File: src/hdl/wft_pkg.sv
`timescale 1ns / 1ps

package wft_pkg;

  // Longest word kept; later bytes of a longer word are dropped.
  localparam int MAX_WORD_LEN = 19;
  // Width of each saturating occurrence count.
  localparam int COUNT_WIDTH = 16;
  localparam int NUM_ENTRIES = 256;

  localparam int LEN_W = $clog2(MAX_WORD_LEN + 1);
  localparam int IDX_W = (MAX_WORD_LEN > 1) ? $clog2(MAX_WORD_LEN) : 1;
  localparam logic [COUNT_WIDTH-1:0] COUNT_MAX = '1;

  typedef logic [7:0] byte_t;
  typedef logic [MAX_WORD_LEN-1:0][7:0] chars_t;

  typedef enum logic [1:0] {
    KIND_TEXT  = 2'd0,
    KIND_TEND  = 2'd1,
    KIND_QUERY = 2'd2,
    KIND_QEND  = 2'd3
  } kind_t;

  typedef enum logic {
    ST_IDLE,
    ST_BUSY
  } state_t;

  // Lookup packet that walks the row of entry cells, one cell per cycle.
  typedef struct packed {
    logic                   vld;
    logic                   qry;
    logic                   hit;
    logic                   alloc;
    logic [LEN_W-1:0]       len;
    chars_t                 chars;
    logic [COUNT_WIDTH-1:0] cnt;
  } pkt_t;

  // Bytes that end a text word.
  function automatic logic is_delim(input byte_t c);
    logic r;
    case (c)
      8'h2E, 8'h20, 8'h2C, 8'h3B, 8'h3A, 8'h2A, 8'h21, 8'h3F,
      8'h27, 8'h2D, 8'h0A, 8'h00, 8'h0D: r = 1'b1;
      default: r = 1'b0;
    endcase
    return r;
  endfunction

  // ASCII upper case to lower case.
  function automatic byte_t fold_byte(input byte_t c);
    return (c >= 8'h41 && c <= 8'h5A) ? c + 8'd32 : c;
  endfunction

endpackage

File: src/hdl/wft_cell.sv
`timescale 1ns / 1ps

module wft_cell (
  input  logic          clk,
  input  logic          rst_n,
  input  wft_pkg::pkt_t pkt_i,
  output wft_pkg::pkt_t pkt_o
);

  logic                            valid_r, valid_nxt;
  wft_pkg::chars_t                 chars_r, chars_nxt;
  logic [wft_pkg::LEN_W-1:0]       len_r, len_nxt;
  logic [wft_pkg::COUNT_WIDTH-1:0] cnt_r, cnt_nxt;
  wft_pkg::pkt_t                   pkt_r, pkt_nxt;
  logic                            match;

  // Words are stored folded and zero padded, so a whole-vector compare suffices.
  assign match = valid_r && (len_r == pkt_i.len) && (chars_r == pkt_i.chars);

  // Resolve the packet against this cell's entry.
  always_comb begin
    pkt_nxt   = pkt_i;
    valid_nxt = valid_r;
    chars_nxt = chars_r;
    len_nxt   = len_r;
    cnt_nxt   = cnt_r;
    if (pkt_i.vld && !pkt_i.hit) begin
      if (match) begin
        pkt_nxt.hit = 1'b1;
        if (pkt_i.qry) begin
          pkt_nxt.cnt = cnt_r;
        end else if (cnt_r != wft_pkg::COUNT_MAX) begin
          cnt_nxt = cnt_r + 1'b1;
        end
      end else if (!valid_r && !pkt_i.qry) begin
        // First free cell takes the new word.
        valid_nxt     = 1'b1;
        chars_nxt     = pkt_i.chars;
        len_nxt       = pkt_i.len;
        cnt_nxt       = {{(wft_pkg::COUNT_WIDTH-1){1'b0}}, 1'b1};
        pkt_nxt.hit   = 1'b1;
        pkt_nxt.alloc = 1'b1;
      end
    end
  end

  // Only the entry valid bit and the packet valid bit need a reset.
  always_ff @(posedge clk) begin
    if (!rst_n) begin
      valid_r   <= 1'b0;
      pkt_r.vld <= 1'b0;
    end else begin
      valid_r <= valid_nxt;
      pkt_r   <= pkt_nxt;
    end
  end

  always_ff @(posedge clk) begin
    chars_r <= chars_nxt;
    len_r   <= len_nxt;
    cnt_r   <= cnt_nxt;
  end

  assign pkt_o = pkt_r;

endmodule

File: config.mk
export PLATFORM = sky130hd
export DESIGN_NAME = wft_cell
export DESIGN_NICKNAME = d
export VERILOG_FILES = /design/src/hdl/wft_pkg.sv /design/src/hdl/wft_cell.sv
export SDC_FILE = /design/constraint.sdc
export NUM_CORES = 1
export LEC_CHECK = 0
export BUFFER_PORTS_ARGS = -buffer_cell sky130_fd_sc_hd__buf_2
export CAP_MARGIN = 20
export CORE_MARGIN = 4
export CORE_UTILIZATION = 52
export CTS_CLUSTER_DIAMETER = 40
export DETAILED_ROUTE_END_ITERATION = 12
export GPL_ROUTABILITY_DRIVEN = 1
export PLACE_DENSITY = 0.79
export SYNTH_ARGS = -nofsm -noshare
export SYNTH_HDL_FRONTEND = slang
export SYNTH_SLANG_ARGS = --single-unit
File: constraint.sdc
create_clock -name clk -period 12 [get_ports clk]
set_input_delay 0.6 -clock clk [delete_from_list [all_inputs] [get_ports clk]]
set_output_delay 0.6 -clock clk [all_outputs]
set_load 0.1 [all_outputs]
Yosys cells after proc, flatten, opt, wreduce, memory -nomap -nowiden
Index checks and enable logic that the tools add are counted.
Widths: inputs -> output; s select.

operators by class
  div/mod/pow operators = 0
  multiplexer cells = 11
  reductions and logical operators = 10
  bitwise logic cells = 1
  shift operators = 0
  add/sub/neg operators = 1
  magnitude comparators = 0
  eq/ne operators = 5
  $mul = 0

operator list
  operator               number
  $eq 152x152->1         1
  $mux 16                7
  $add 16x1->16 const B  1
  $ne 16x16->1 const B   1
  $eq 5x5->1             1
  $logic_and 1x1->1      4
  $mux 2                 2
  $reduce_and 4->1       1
  $logic_not 1->1        3
  $reduce_and 3->1       1
  $mux 1                 2
  $ne 2x1->1 const B     1
  $ne 2x2->1 const B     1
  $reduce_bool 2->1      1
  $not 1->1              1

storage, ports and cells
  bits in writable memories = 0
  bits in latches = 0
  register bits = 351
  memories kept = 0
  memory bits (read-only) = 0
  output and inout bits = 177
  logic and storage cells = 75
  input port bits = 179

Depth between registers and ports, before layout
  depth after elaboration = 5
  mapped depth = 8
  mapped depth without buffers = 7

Worst setup path before layout
No wires, ideal clock.

  kind = in2reg
  start point = input pkt_i[176] (netlist bit)
  end point = register pkt_r, in the netlist pkt_o[173], data pin
  arrival = 8.677 ns
  path buffers = 0
  library setup time = 0.188 ns
  data required time = 11.812 ns
  slack = 3.134 ns
  stages = 4
  cells stage by stage = nor2b_1 -> nor2b_1 -> nor2b_1 -> or2_2

RTL lines
  item                  line            RTL
  start, declared       wft_cell.sv:6   input wft_pkg::pkt_t pkt_i,
  end signal, assigned  wft_cell.sv:54  pkt_r <= pkt_nxt;
  end, declared         wft_cell.sv:14  wft_pkg::pkt_t pkt_r, pkt_nxt;

==> impl_metrics.yaml <==
status:
  outcome: "finished clean"
synth:
  synth_flop_cell: "edfxtp_1"
  syn-num-nets: 921
  synth_seq_area_share_pct: 78.9
  synth_xor_area_share_pct: 7.49
  syn-cell-area_sq_mm: 0.0133
  synth-seq-cells: 351
  syn_area_per_cell_sq_um: 18.0
  synth_top_family_by_area: "simple AND/OR/NAND/NOR gates"
  synthMuxAreaShare_pct: 1.63
  synthDistinctLibCells: 39
  synth_cells: 741
  synth-edff-count: 349
  synthAdderAreaFrac_pct: 0.0939
  synthSimpleGateAreaFrac_pct: 8.61
  yosys_warnings: 0
  synth_compound_area_share_pct: 2.37
  synth-async-reset-ratio_pct: 0
place:
  post-place-cells: 1427
  pre_cts_ws_ns: 8.04
  dp_hpwl_microns: 21500
  portBuffers: 355
  gp_congestion: 0.782
power_and_ir_drop:
  powerDensity_mw_per_mm2: 192
  power_leakage_uw: 0.00646
  vdd_drop_max_mv: 0.150
route:
  vias: 7900
  drc: 0
  dr.max_layer_used: "met5"
  wl_per_cell_microns: 19.8
  avgViaCountPerCell: 5.23
  met2_length_microns: 15000
  drt_pre_antenna_iters: 4
  met3_length_microns: 2190
  wl_met1_microns: 12200
  ant_nets: 0
  drt_wl_total_microns: 30000
  first_iter_violations: 642
cells_and_area:
  nFillCells: 1732
  area_delta_synth_final_pct: 27.8
  final_cells: 1511
  final_nets: 1324
  layout-drive-gt1-share_pct: 38.0
  diodes: 0
setup_path:
  cp-end-kind: "register"
  rr_endpoint: "pkt_o[3]"
  cp.arrival_ns: 3.89
  rr_startpoint: "len_r[3]"
  path_max_fanout: 16
  rrSetupSlack_ns: 8.37
  crit_required_ns: 12.27
  start_kind: "register"
  path_class: "register to register"
  reg2regPathDepth: 7
worst_hold_path:
  holdPathEnd: "pkt_o[162]"
  hold_path_class: "input port to register"
  worstHoldStart: "pkt_i[162]"
  min_path_cells: 1
sta:
  whs_ns: 0.285
  max_slew_margin_pct: 31.8
  setup_tns_ns: 0
  setup_ws_ns: 8.37
  setup_viol: 0
  finalCritPeriodShare_pct: 30.2
  period_needed_ns: 3.63
  hold_viol_final: 0
  finClkSkew_ns: 0.0182
  timing.fmax_ghz: 0.276
  maxSlewViolCount: 0
  rsz0062_at_grt: "false"
  worstMarginPinSlew_ns: 1.02
cts:
  clk_pin_slew_ns: 0.06
  cts_tree: "built"
  root_buffer: "clkbuf_16"
  cts_setup_buffers: 0
  cts_resized: 0
  h-tree-depth: 2
  postCtsHoldBufs: 0
  clock_sinks: 351
  cts.path.max_buffers: 3
  cts_buffers: 45
  clkLatencyLatePin_ns: 0.53
global_routing:
  grt_overflow: 0
  antenna_found_initial: 3
  grt.total_usage_pct: 20.6
  first_global_vias: 8146
  grt_pass1_wl_microns: 45500
  grt_max_degree: 160
floorplan:
  start_util_pct: 52.9
  dieArea_sq_mm: 0.0283
  coreArea_sq_mm: 0.0252
  io_pins: 356
  die_height_microns: 168
  rows: 58
  die_w_microns: 168
job:
  cap_viol_max_count: 0
==> cell type report <==
cell class | instances | area [sq um] | share of cell area, %
timing repair buffer | 358 | 1820 | 10.7
multi-input combinational | 361 | 2700 | 15.8
clock inverter | 28 | 275 | 1.62
inverter | 27 | 101 | 0.595
sequential | 351 | 10500 | 61.7
tap | 330 | 413 | 2.42
clock buffer | 56 | 1210 | 7.10
==> routing by layer <==
layer / track usage, % / vias up
met3: 5.17 / 50
li1: - / 3655
met1: 27.2 / 3877
met2: 34.6 / 312
met4: 5.29 / 6
met5: 0 / -
==> how the worst max path moves through the flow <==
stage	start	end	slack, ns	depth (start not counted)
3_3_place_gp	pkt_i[160]	pkt_o[3]	8.04	8
6_report	len_r[3]	pkt_o[3]	8.37	7
5_1_grt	len_r[3]	pkt_o[3]	8.28	7
3_5_place_dp	pkt_i[160]	pkt_o[3]	8.04	8
2_1_floorplan	pkt_i[176]	pkt_o[173]	3.13	4
4_1_cts	len_r[3]	pkt_o[3]	8.45	7
==> placed cells by master (no fill, tap or decap), types with 11 or more instances in the layout <==
cell type and instances:
nor2b_1 35, inv_1 27, nor4_1 16, nand2_1 13
a2111o_1 11, buf_2 354, nand2b_1 39, clkbuf_16 47
xor2_1 39, edfxtp_1 349, nor2_1 24, xnor2_1 75
nand4_1 30, o2111ai_1 11
==> critical path: stages, from the launching register on <==
cell and delay (ns):
edfxtp_1 0.37, nor2b_1 0.17, a2111o_1 0.37, nor4_1 0.64, nand4_1 0.36, nor4_4 0.55
nand4_4 0.42, mux2_1 0.49
==> report_power, final <==
part	switching [uW]	leakage, uW	total [uW]	internal, uW
Sequential	17.9	0.00336	1440	1420
Combinational	444	0.00239	527	82.9
Clock	519	0.000706	1300	779
==> metrics by stage <==
stage                     utilization (%)  total power [uW]  area, sq um
after floorplan                         -              1870        13300
after global placement               61.8              1990        15600
after detailed placement             61.8              1990        15600
after CTS                            67.7              3290        17000
after global routing                 67.7              3370        17000
final                                67.7              3270        17000
==> state kept, by name, summed over array words and instances, names as in the netlist <==
signal	cells
pkt_o	177
chars_r	152
cnt_r	16
len_r	5
valid_r	1
==> synth_stat cells (all sizes together) (2+ instances only) <==
| cell type | n | area [sq um] |
|---|---|---|
| inv | 27 | 101 |
| nor2 | 24 | 90.1 |
| nor4b | 2 | 17.5 |
| and2 | 2 | 12.5 |
| nand2b | 39 | 244 |
| nor4 | 17 | 121 |
| edfxtp | 349 | 10500 |
| mux2 | 16 | 218 |
| and3 | 5 | 31.3 |
| xor2 | 39 | 342 |
| o2111ai | 11 | 96.3 |
| or2 | 2 | 12.5 |
| nor3 | 8 | 40.0 |
| a2111o | 11 | 124 |
| nand4 | 31 | 209 |
| nand2 | 13 | 48.8 |
| o22ai | 8 | 50.1 |
| dfxtp | 2 | 40.0 |
| nand3 | 10 | 50.1 |
| nor2b | 36 | 225 |
| xnor2 | 75 | 657 |
==> cells by family after synthesis <==
kind of cell,count (synthesis)
buf+inv,29
flops,351
simple gates,194
fa+ha+maj,1
compound gates,36
mux,16
xor+xnor,114
Power figures use the tool's default switching activity.
